### src/design/mhpq_pkg.sv
package mhpq_pkg;

  localparam int DEPTH     = 63;
  localparam int KEY_W     = 32;
  localparam int CNT_W     = $clog2(DEPTH + 1);
  localparam int TOTAL_W   = 6;
  localparam int STATUS_W  = 2;
  localparam int OUT_RAW_W = 2 * KEY_W + TOTAL_W;
  localparam int OUT_W     = ((OUT_RAW_W + 7) / 8) * 8;

  // command codes
  localparam logic CMD_INSERT = 1'b0;
  localparam logic CMD_DELETE = 1'b1;

  // status codes
  localparam logic [STATUS_W-1:0] ST_OK    = 2'd0;
  localparam logic [STATUS_W-1:0] ST_FULL  = 2'd1;
  localparam logic [STATUS_W-1:0] ST_EMPTY = 2'd2;

  // operation broadcast to every cell
  typedef struct packed {
    logic ins;
    logic del;
  } cell_op_t;

endpackage

### src/design/mhpq_cell.sv
module mhpq_cell (
  input  logic                                clk,
  input  logic                                rst_n,
  input  mhpq_pkg::cell_op_t                  op,
  input  logic signed [mhpq_pkg::KEY_W-1:0]   value,
  input  logic signed [mhpq_pkg::KEY_W-1:0]   prev_key,
  input  logic                                prev_vld,
  input  logic                                prev_le,
  input  logic signed [mhpq_pkg::KEY_W-1:0]   next_key,
  input  logic                                next_vld,
  output logic signed [mhpq_pkg::KEY_W-1:0]   key,
  output logic                                vld,
  output logic                                le
);

  logic signed [mhpq_pkg::KEY_W-1:0] key_r, key_nxt;
  logic                              vld_r, vld_nxt;

  // this key stays in place on insert when it is not above the new key
  assign le  = vld_r && (key_r <= value);
  assign key = key_r;
  assign vld = vld_r;

  always_comb begin
    key_nxt = key_r;
    vld_nxt = vld_r;
    if (op.ins) begin
      if (le) begin
        key_nxt = key_r;
        vld_nxt = vld_r;
      end else if (prev_le) begin
        key_nxt = value;
        vld_nxt = 1'b1;
      end else begin
        key_nxt = prev_key;
        vld_nxt = prev_vld;
      end
    end else if (op.del) begin
      key_nxt = next_key;
      vld_nxt = next_vld;
    end
  end

  always_ff @(posedge clk) begin
    key_r <= key_nxt;
  end

  always_ff @(posedge clk) begin
    if (!rst_n) begin
      vld_r <= 1'b0;
    end else begin
      vld_r <= vld_nxt;
    end
  end

endmodule

### config.mk
export PLATFORM = sky130hd
export DESIGN_NAME = mhpq_cell
export DESIGN_NICKNAME = d
export VERILOG_FILES = /design/src/design/mhpq_pkg.sv /design/src/design/mhpq_cell.sv
export SDC_FILE = /design/constraint.sdc
export NUM_CORES = 1
export LEC_CHECK = 0
export ABC_AREA = 1
export BUFFER_PORTS_ARGS = -buffer_cell sky130_fd_sc_hd__buf_2
export CAP_MARGIN = 20
export CORE_ASPECT_RATIO = 0.75
export CORE_MARGIN = 1
export CORE_UTILIZATION = 25
export DETAILED_ROUTE_END_ITERATION = 7
export GPL_TIMING_DRIVEN = 0
export SYNTH_ARGS = -nofsm -noshare
export SYNTH_HDL_FRONTEND = slang
export SYNTH_SLANG_ARGS = --single-unit
### constraint.sdc
create_clock -name clk -period 2.8 [get_ports clk]
set_clock_uncertainty 0.05 [all_clocks]
set_input_delay 0.42 -clock clk [delete_from_list [all_inputs] [get_ports clk]]
set_output_delay 0.42 -clock clk [all_outputs]
set_load 0.03 [all_outputs]
# Yosys cells after proc, flatten, opt, wreduce, memory -nomap -nowiden
# Cells that the tools add are included.
totals:
  reg_bits: 33
  out_inout_bits: 34
  in_bits: 103
  wordCells: 15
classes:
  order_cmp: 1
  n_reduce_logical: 3
  n_eq_ne: 1
  mux: 8
op_table:
  columns: ["cell", "n"]
  rows:
  - ["32-bit 2-to-1 mux", 4]
  - ["32-bit less-or-equal comparator", 1]
  - ["1-bit 2-to-1 mux", 4]
  - ["2-bit inequality test (second input constant)", 1]
  - ["2-bit AND reduction", 1]
  - ["2-bit nonzero test", 1]
  - ["1-bit logical AND", 1]

# Logic depth before layout (Yosys ltp)
# Gate-level depths: netlist of the first run.
depth:
  depth_word: 4
  mapped_depth: 19
  ltp_nobuf: 19

# Worst setup path after synthesis of the first run
# No wires, ideal clock.
synth_timing:
  kind: "register -> register"
  from: "reg key_r, in the netlist key[31]"
  to: "reg key_r, in the netlist key[0] (enable)"
  n_path_buf: 0
  t_arrival_ns: 2.458
  setup_ns: 0.392
  required_time_ns: 2.358
  path_stages_with_launch: 11
  synth_period_minus_slack_ns: 2.900
  slack_ns: -0.100
  cell_sequence: "edfxtp_1 > ha_1 > nand2_2 > nor2_2 > nand2_2 > nor3b_2 > nand2_1 > nand3_1 > nand3_2 > nand3_2 > and2_1"
synth_between:
  elab_chain_len: 4
synth_rtl:
  columns: ["element", "line", "text"]
  rows:
  - ["start, declared", "mhpq_cell.sv:16", "logic signed [mhpq_pkg::KEY_W-1:0] key_r, key_nxt;"]
  - ["start signal, assigned", "mhpq_cell.sv:45", "key_r <= key_nxt;"]
  - ["32-bit less-or-equal comparator", "mhpq_cell.sv:20", "assign le = vld_r && (key_r <= value);"]
  - ["1-bit logical AND", "mhpq_cell.sv:20", null]
  - ["2-bit inequality test (no source line)", null, null]
  - ["2-bit AND reduction (no source line)", null, null]
# Every way passes these cells.
# A chain may end at the register's enable or synchronous reset.

# Worst setup path in the final report of the first run
layout_timing:
  from: "reg key_r, in the netlist key[23]"
  to: "out le"
layout_between:
  elab_chain_len: 2
layout_rtl:
  columns: ["element", "line", "text"]
  rows:
  - ["32-bit less-or-equal comparator", "mhpq_cell.sv:20", null]
  - ["1-bit logical AND", "mhpq_cell.sv:20", null]
  - ["end, declared", "mhpq_cell.sv:13", "output logic le"]
# Every way passes these cells.

==> qor.log, run 1 <==
[global_routing] number of antenna violations at the first check in global routing 0
[critical_path] required arrival time at the worst endpoint 2330 ps
[place] # port buffers 135
[finish] final-layout fill cell count 1072
[sta] Slew Limit Headroom 62.4%
[sta] maximum clock frequency 381 MHz
[run] Max Cap Violations 0
[outcome] outcome finished clean
[clocking] clock tree sinks 33
[drt] detailed-router iteration count before antenna repair 4
[critical_path] launching point of the worst reg2reg path key[23]
[critical_path] most frequent CP cell nand2_1
[place] post-place setup slack -236 ps
[critical_path] Critical R2R Capture key[19]
[clocking] buffers inserted during post-CTS setup optimization 0
[global_routing] pin count of the biggest net entering global routing 33
[drt] Post-DRT Antenna Nets 0
[floorplanning] die height 89.8 um
[critical_path] crit end category output port
[min_path] instance count along the most critical hold path 3
[min_path] worst-case hold path end point key[3]
[sta] hold slack 371 ps
[finish] Final Cell Area 3570 um2
[drt] Initial DRC Count 71
[critical_path] critical path class reg2out
[sta] max-slew violation count 0
[min_path] path class of the lowest-slack min-delay path in2reg
[critical_path] largest incremental delay on the critical path 390 ps
[critical_path] Data arrival, critical path 2150 ps
[global_routing] overall global routing resource usage 14.8%
[critical_path] critical path peak fanout 2
[finish] area of combinational cells with multiple inputs 1370 um2
[global_routing] global-route wire length before repair 12600 um
[sta] number of hold violations in the final report 0
[sta] final critical-path share of the clock period 93.7%
[sta] Final WS setup 177 ps
[power] areal power density over the cells 498 nW/um2
[floorplanning] placement row count 31
[sta] clock period minus worst slack 2620 ps
[global_routing] leftover overflow at the end of global routing 0
[critical_path] number of buffers and inverters on the critical path 2
[yosys] Cells after Synth 334
[yosys] Warnings, synthesis 0
[min_path] worst min-delay path startpoint next_key[3]
[clocking] CTS hold repair buffers 0
[yosys] Cell Area, Synth 2570 um2
[clocking] CTS Buf Count 5
[finish] most common cell after layout, fill and taps aside buf_2
[place] routability congestion estimate from global placement 0.785
[sta] measured slew at the worst slew-check pin 564 ps
[clocking] total number of H-tree levels 2
[yosys] Yosys reg bits 33
[floorplanning] die extent in x 119 um
[power] standby leakage power 1.85 nW
[drt] drt total wl 7860 um
[yosys] nets in the synthesized netlist 469
[place] Cell Area, Placed 3410 um2
[place] post-detail-place hpwl 6380 um
[finish] synthesis-to-finish area growth 39.0%
[finish] antenna diode instance count 0
[critical_path] worst reg-to-reg setup slack 260 ps
[yosys] sequential-to-total area share from yosys stat 38.2%
[yosys] Synth Area per Inst 7.69 um2
[floorplanning] starting density of the core 26.2%
[power] worst vdd rail ir drop 0.000232 V
[critical_path] startpoint kind of the worst setup timing path register
[critical_path] delay-heaviest family, CP simple AND/OR/NAND/NOR gates
[yosys] number of distinct library cell variants in the gate-level netlist after synthesis 27
[clocking] clock tree root driver cell clkbuf_16
[critical_path] slowest cell on the critical path edfxtp_1
[drt] Via density 4.35
[drt] Vias 2652
[clocking] clock tree buffer depth 2
[floorplanning] Placeable Area 9810 um2
[floorplanning] area of the die 10700 um2
[drt] WL per Instance 12.9 um
[finish] highest-count cells in the layout ignoring fill and taps 135 x buf_2, 72 x nand2_1, 47 x o21ai_0, 43 x inv_1, 40 x nor2_1
[sta] unrepaired setup endpoints after global routing no
[clocking] clock-pin slew of the registers on the worst-case setup and hold paths 60 ps
[sta] sum of negative setup slack 0 ps
[critical_path] crit path cell chain ha_1 -> nand2_1 -> nor2_1 -> nand2_1 -> nor3b_2 -> nand2_1 -> nand2_1 -> nand2_1 -> nand3_2 -> nand2_1 -> inv_1 -> buf_2
[floorplanning] number of top-level pins 137
[finish] register area 981 um2
[finish] number of nets in the layout 611
[sta] # setup viols final 0
[critical_path] Reg2Reg Depth 10
[clocking] CTS tree yes
[global_routing] via count of the first global-routing pass 2651
[drt] Post-route DRC 0
[clocking] worst skew pair latency 280 ps
[finish] share of cells above drive strength 1 32.5%
## cell type report
cell class	count	share of cell area, %
multi-input combinational	242	38.5
sequential	33	27.5
timing repair buffer	135	18.9
inverter	46	4.84
tap	132	4.63
clock buffer	8	4.10
buffer	13	1.58
## worst min-delay path, stage by stage
cell     delay, ps
buf_2           70
nand2_1         40
o21ai_0         50
## logic make-up after synthesis
| kind of cell | count (synthesis) | synth area share [%] |
|---|---|---|
| buf+inv | 59 | 8.91 |
| fa+ha+maj | 32 | 15.6 |
| simple gates | 125 | 20.2 |
| compound gates | 85 | 17.1 |
| flops | 33 | 38.2 |
## power by group
group	switching (W)	leakage, nW	internal (W)
combinational	0.000357	1.44	0.000206
clock	0.000211	0.0712	0.000355
sequential	0.0000332	0.335	0.000617
## layer usage
metal | GRT usage [%] | up-vias | share of wire, %
met5 | 0 | - | 0
met4 | 3.06 | 0 | 0.72
met3 | 3.68 | 9 | 6.0
met2 | 24.0 | 93 | 43
met1 | 19.9 | 1158 | 50
li1 | - | 1392 | -
## stage by stage
stage                     util (%)  cells  power (W)
after floorplan                  -    334    0.00101
after global placement        34.8    601    0.00121
after detailed placement      34.8    601    0.00122
after CTS                     36.3    609    0.00180
after global routing          36.4    609    0.00190
final                         36.4    609    0.00178
## sequential cells by signal (all words and copies together) (netlist names)
name	flops
key	32
vld	1
## cell usage after synthesis
cell type / n / area, um2
nand2_1: 72 / 270
edfxtp_1: 32 / 961
inv_1: 43 / 161
a21oi_2: 1 / 8.76
and2_1: 1 / 6.26
or2_2: 1 / 6.26
inv_2: 2 / 7.51
nand3b_1: 1 / 7.51
nand3_2: 3 / 30.0
nand4_1: 1 / 6.26
clkinv_1: 1 / 3.75
ha_1: 32 / 400
o22ai_1: 1 / 6.26
nor2_2: 1 / 6.26
a21o_1: 1 / 7.51
nor3b_2: 1 / 12.5
nand2_2: 2 / 12.5
nand3_1: 2 / 10.0
o21ai_1: 19 / 95.1
nor2_1: 40 / 150
a21oi_1: 13 / 65.1
buf_1: 3 / 11.3
o21ai_0: 47 / 235
clkbuf_1: 9 / 33.8
o21a_1: 3 / 22.5
buf_6: 1 / 11.3
dfxtp_1: 1 / 20.0
## repair_timing
action | CTS | global route
pin swaps | 0 | 0
gates cloned | 0 | 0
resized for setup | 1 | 1
endpoints found under the setup margin | 32 | 1
## worst max path at each step
stage	slack [ps]	depth (start not counted)	start	end
after global placement	-200	12	value[23]	key[19]
final	180	12	key[23]	le
after detailed placement	-240	12	value[23]	key[16]
after global routing	9	12	key[19]	le
after floorplan	230	10	key[31]	key[0]
after CTS	110	12	key[31]	le
No activity file was read; power rests on OpenSTA's default activity.
==> run 2: changes to the inputs <==
--- a/config.mk
+++ b/config.mk
@@ -13,6 +13,8 @@
 export CORE_UTILIZATION = 25
 export DETAILED_ROUTE_END_ITERATION = 7
 export GPL_TIMING_DRIVEN = 0
+export RECOVER_POWER = 25
+export SKIP_CTS_REPAIR_TIMING = 1
 export SYNTH_ARGS = -nofsm -noshare
 export SYNTH_HDL_FRONTEND = slang
 export SYNTH_SLANG_ARGS = --single-unit
==> run 2 against run 1 <==
Against the previous run: clock-buffer cell count did not move; total power fell by 0.65%; clock power fell by 0.7%; wire length did not move; first-iteration DRC count fell by 9.9%; worst hold slack improved by 3.0 ps; global-route usage did not move; largest power group unchanged; critical path type unchanged; combinational power fell by 2%; design area fell by 0.63%.
==> qor.log, run 2 (synthesis gave the netlist of run 1 again) <==
[outcome] outcome finished clean
[drt] drt total wl 7860 um
[sta] unrepaired setup endpoints after global routing no
[sta] number of hold violations in the final report 0
[finish] end-of-flow core utilization 36.2%
[sta] clock period minus worst slack 2620 ps
[clocking] clock-pin slew of the registers on the worst-case setup and hold paths 50 ps
[critical_path] Reg2Reg Depth 10
[global_routing] overall global routing resource usage 14.8%
[finish] antenna diode instance count 0
[floorplanning] Placeable Area 9810 um2
[floorplanning] starting density of the core 26.2%
[drt] WL per Instance 12.9 um
[drt] Vias 2654
[clocking] CTS tree yes
[sta] measured slew at the worst slew-check pin 564 ps
[critical_path] largest incremental delay on the critical path 390 ps
[finish] synthesis-to-finish area growth 38.1%
[finish] highest-count cells in the layout ignoring fill and taps 117 x buf_2, 72 x nand2_1, 49 x o21ai_0, 43 x inv_1, 40 x nor2_1
[place] post-detail-place hpwl 6380 um
[floorplanning] area of the die 10700 um2
[global_routing] leftover overflow at the end of global routing 0
[floorplanning] die extent in x 119 um
[place] routability congestion estimate from global placement 0.785
[finish] number of standard cells in the final layout excluding fillers 609
[finish] share of cells above drive strength 1 28.7%
[finish] number of nets in the layout 611
[clocking] clock tree buffer depth 2
[drt] Initial DRC Count 64
[clocking] total number of H-tree levels 2
[power] areal power density over the cells 498 nW/um2
[critical_path] worst reg-to-reg setup slack 270 ps
[place] Inst Count DP 601
[place] # port buffers 135
[finish] most common cell after layout, fill and taps aside buf_2
[finish] Final Cell Area 3550 um2
[critical_path] worst setup path endpoint le
[critical_path] cell count along the critical path 12
[critical_path] Critical R2R Capture key[19]
[drt] Post-DRT Antenna Nets 0
[sta] Slew Limit Headroom 62.4%
[global_routing] global-route wire length before repair 12600 um
[place] Cell Area, Placed 3410 um2
[critical_path] required arrival time at the worst endpoint 2330 ps
[power] worst vdd rail ir drop 0.000232 V
[critical_path] slowest cell on the critical path edfxtp_1
[critical_path] number of buffers and inverters on the critical path 2
[critical_path] most frequent CP cell nand2_1
[finish] final-layout fill cell count 1079
[global_routing] pin count of the biggest net entering global routing 33
[clocking] worst skew pair latency 270 ps
[power] standby leakage power 1.80 nW
[critical_path] delay-heaviest family, CP simple AND/OR/NAND/NOR gates
[sta] maximum clock frequency 382 MHz
[critical_path] startpoint kind of the worst setup timing path register
[critical_path] launch point of the critical path key[23]
[critical_path] critical path class reg2out
[drt] Post-route DRC 0
[critical_path] Data arrival, critical path 2150 ps
[global_routing] number of antenna violations at the first check in global routing 0
[sta] final critical-path share of the clock period 93.5%
[min_path] path class of the lowest-slack min-delay path in2reg
[floorplanning] number of top-level pins 137
[floorplanning] die height 89.8 um
[clocking] clock tree sinks 33
[finish] max reg flops 32
[sta] # setup viols final 0
[sta] max-slew violation count 0
[critical_path] crit end category output port
[critical_path] launching point of the worst reg2reg path key[23]
[critical_path] critical path peak fanout 2
[critical_path] crit path cell chain ha_1 -> nand2_1 -> nor2_1 -> nand2_1 -> nor3b_2 -> nand2_1 -> nand2_1 -> nand2_1 -> nand3_2 -> nand2_1 -> inv_1 -> buf_2
[floorplanning] placement row count 31
[clocking] CTS Buf Count 5
[run] Max Cap Violations 0
[global_routing] via count of the first global-routing pass 2651
[drt] Via density 4.36
[clocking] clock tree root driver cell clkbuf_16
[drt] detailed-router iteration count before antenna repair 4
run 2: final cells by class:
type	instances	area, um2	area share [%]
Sequential cell	33	981	27.6
Multi-Input combinational cell	242	1370	38.7
Timing Repair Buffer	135	653	18.4
Tap cell	132	165	4.65
Clock buffer	8	146	4.13
Inverter	46	173	4.87
Buffer	13	56.3	1.59
run 2: how the worst min path moves through the flow:
stage	startpoint	to	slack [ps]	depth (start not counted)
after floorplan	next_key[0]	key[0]	560	2
after global placement	vld	vld	520	4
after detailed placement	vld	vld	560	4
after CTS	next_key[2]	key[2]	370	3
after global routing	next_key[2]	key[2]	380	3
final	next_key[3]	key[3]	370	3
run 2: where the power goes:
part           leakage (nW)  switching [W]  internal, W  total, W
Combinational          1.39       0.000357     0.000198  0.000555
Sequential            0.335      0.0000341     0.000617  0.000651
Clock                0.0712       0.000207     0.000355  0.000562
Total                  1.80       0.000598      0.00117   0.00177
run 2: worst reg2reg max path, delay by kind of cell (launching register included):
kind,cells,cell delay (ps)
and+or+nand+nor,9,1430
DFF,1,390
adders and majority gates,1,310
run 2: per-stage QoR:
step                power (W)  hold slack [ps]  TNS, ps  worst slack [ps]
CTS                   0.00180              371    -2680             -90.1
finish                0.00177              374        0               182
detailed placement    0.00122              556    -7430              -236
global route          0.00189              376        0              9.06
floorplan             0.00101              561        0               233
global placement      0.00121              524    -6280              -200
run 2: metal layers:
metal	wire [um]	share of wire [%]	GRT usage (%)	up-vias
met4	50	0.64	3.06	0
met1	3980	51	19.9	1163
met2	3380	43	24.0	91
li1	-	-	-	1393
met5	0	0	0	-
met3	449	5.7	3.68	7
==> run 3: changes to the inputs <==
--- a/config.mk
+++ b/config.mk
@@ -5,7 +5,7 @@
 export SDC_FILE = /design/constraint.sdc
 export NUM_CORES = 1
 export LEC_CHECK = 0
-export ABC_AREA = 1
+export ABC_CLOCK_PERIOD_IN_PS = 2800
 export BUFFER_PORTS_ARGS = -buffer_cell sky130_fd_sc_hd__buf_2
 export CAP_MARGIN = 20
 export CORE_ASPECT_RATIO = 0.75
==> run 3 against run 2 <==
Against the previous run: the flow now finishes with violations (negative setup slack); clock power fell by 5.7%; setup slack worse by 380 ps; global-route usage decreased by 0.54 points; worst hold slack better by 39 ps; sequential cell count unchanged.
==> qor.log, run 3 <==
[place] # port buffers 135
[sta] final critical-path share of the clock period 107%
[drt] drt total wl 7540 um
[floorplanning] placement row count 31
[yosys] number of distinct library cell variants in the gate-level netlist after synthesis 32
[finish] max reg flops 32
[drt] WL per Instance 13.7 um
[power] net switching fraction of the power 33.3%
[critical_path] critical path class reg2out
[sta] # setup viols final 1
[drt] Via density 4.45
[floorplanning] starting density of the core 25.9%
[clocking] total number of H-tree levels 2
[floorplanning] Placeable Area 9740 um2
[sta] clock period minus worst slack 3000 ps
[power] Flop pwr share 37.0%
[yosys] share of the synthesized netlist area taken by xor and xnor gates 0%
[global_routing] pin count of the biggest net entering global routing 19
[finish] number of nets in the layout 552
[drt] Post-DRT Antenna Nets 0
[yosys] Async SR Flop Fraction 0%
[yosys] simple logic cell fraction of the synthesized area 12.7%
[clocking] clock-pin slew of the registers on the worst-case setup and hold paths 60 ps
[floorplanning] die extent in x 118 um
[yosys] Cell Area, Synth 2520 um2
[critical_path] slowest cell on the critical path edfxtp_1
[power] net switching power 0.000579 W
[global_routing] leftover overflow at the end of global routing 0
[sta] unrepaired setup endpoints after global routing yes
[sta] maximum clock frequency 333 MHz
[floorplanning] number of top-level pins 137
[critical_path] required arrival time at the worst endpoint 2330 ps
[yosys] Synth Area in Adders 15.9%
[clocking] clock tree root driver cell clkbuf_16
[critical_path] largest incremental delay on the critical path 400 ps
[sta] measured slew at the worst slew-check pin 815 ps
[sta] Slew Limit Headroom 45.7%
[finish] antenna diode instance count 0
[finish] synthesis-to-finish area growth 45.1%
[clocking] CTS Buf Count 5
[global_routing] via count of the first global-routing pass 2395
[yosys] leading register cell type out of synthesis edfxtp_1
[critical_path] critical path peak fanout 3
[power] fraction of power consumed by combinational cells 32.4%
[critical_path] crit path cell chain ha_1 -> nand4_1 -> nor4_2 -> o21ai_1 -> a21oi_2 -> nor4_4 -> or3_4 -> buf_6
[yosys] complex-gate fraction of the synthesized area 13.0%
[clocking] clock tree sinks 33
[power] areal power density over the cells 474 nW/um2
[place] post-place setup slack -592 ps
[finish] most common cell after layout, fill and taps aside buf_2
[drt] Initial DRC Count 74
[drt] Vias 2445
[sta] number of hold violations in the final report 0
[floorplanning] die height 89.0 um
[drt] detailed-router iteration count before antenna repair 4
[finish] highest-count cells in the layout ignoring fill and taps 118 x buf_2, 44 x a21oi_1, 35 x nor2_1, 34 x inv_1
[sta] sum of negative setup slack -202 ps
[critical_path] Data arrival, critical path 2530 ps
[power] share of total power in the clock network 30.5%
[yosys] dominant combinational cell family by area after synthesis adder cells
[clocking] clock tree buffer depth 2
[critical_path] startpoint kind of the worst setup timing path register
[yosys] sequential-to-total area share from yosys stat 38.9%
[yosys] Synth Area per Inst 9.34 um2
[yosys] Yosys reg bits 33
[global_routing] number of antenna violations at the first check in global routing 0
[yosys] Warnings, synthesis 0
[power] Internal Power 0.00116 W
[outcome] outcome finished, violations left
[global_routing] overall global routing resource usage 14.3%
[finish] share of cells above drive strength 1 34.4%
[power] worst vdd rail ir drop 0.000220 V
[outcome] violated checks negative setup slack
[clocking] CTS tree yes
[place] post-detail-place hpwl 6140 um
[place] routability congestion estimate from global placement 0.760
[drt] Post-route DRC 0
[run] Max Cap Violations 0
[yosys] most common cell in the synthesized netlist a21oi_1
[critical_path] crit end category output port
[global_routing] global-route wire length before repair 11600 um
[min_path] path class of the lowest-slack min-delay path in2reg
[sta] max-slew violation count 0
[yosys] number of synthesized flops with an enable pin 32
[yosys] area share of the leading cell type in the synthesized netlist 38.1%
[sta] Final WS setup -202 ps
[yosys] Cells after Synth 270
[yosys] top cells by area in the synthesized netlist edfxtp_1 38%, ha_1 16%, mux2i_1 13%, a21oi_1 8.9%, nor2_1 5.2%
[yosys] most instantiated cells after synthesis 45 x a21oi_1, 35 x nor2_1, 34 x inv_1
[power] standby leakage power 1.81 nW
[yosys] post-synthesis mux area share 12.7%
[floorplanning] area of the die 10500 um2
[yosys] cell type contributing the most total cell area after synthesis edfxtp_1
[clocking] worst skew pair latency 280 ps
[yosys] nets in the synthesized netlist 405
[run 3: changes by cell type in the layout (fill, tap and decap cells not counted), sizes merged, moves of 3 or more]
cell	before	now
clkbuf	36	30
mux2i	0	32
nand2	74	12
nor2	41	35
o21a	3	0
inv	45	34
nor4	0	3
nand4	1	6
o21ai	66	7
a21oi	14	45
buf	120	126
[run 3: final cells by class]
class	count	area (um2)
buffer	11	43.8
clock buffer	5	125
clock inverter	3	12.5
fill	998	6080
inverter	34	128
multi-input combinational	192	1460
sequential	33	981
tap	132	165
timing repair buffer	140	741
[run 3: power by group through the flow]
stage,Clock (W),Sequential (W),Combinational [W]
after floorplan,0,0.000752,0.000232
after global placement,0,0.000651,0.000522
after detailed placement,0,0.000652,0.000543
after CTS,0.000547,0.000642,0.000545
after global routing,0.000563,0.000650,0.000624
final,0.000530,0.000643,0.000563
[run 3: per-stage QoR]
step           hold slack, ps  area, um2  total power, W  std cells  utilization, %
3_5_place_dp              694       3410         0.00119        538            35.1
4_1_cts                   406       3550         0.00173        546            36.5
2_1_floorplan             596       2540        0.000983        270               -
6_report                  413       3660         0.00174        550            37.6
3_3_place_gp              688       3390         0.00117        537            34.8
5_1_grt                   425       3660         0.00184        550            37.6
[run 3: path summary, 6_finish.rpt]
check	from	to	slack (ps)	cells after the start
hold reg to reg	vld	vld	830	4
setup / recovery	key[14]	le	-200	8
hold / removal	next_key[26]	key[26]	410	3
setup reg to reg	key[14]	key[4]	130	9
[run 3: logic make-up after synthesis]
kind of cell | after synthesis
mux | 32
flops | 33
compound gates | 60
simple gates | 68
buf+inv | 45
fa+ha+maj | 32
[run 3: worst max-delay path: cells and delay by family (launching register included)]
kind / cells / cell delay [ps]
buffers and inverters: 1 / 150
and+or+nand+nor: 4 / 990
adders and majority gates: 1 / 350
AOI/OAI and AO/OA: 2 / 360
DFF: 1 / 400
[run 3: routing by layer]
layer  global-route usage, %  vias up  part of all wire (%)
li1                        -     1265                     -
met1                    18.6     1088                    49
met2                    23.9       86                    46
met3                    3.06        6                   4.5
met4                    4.90        0                   1.0
met5                       0        -                     0
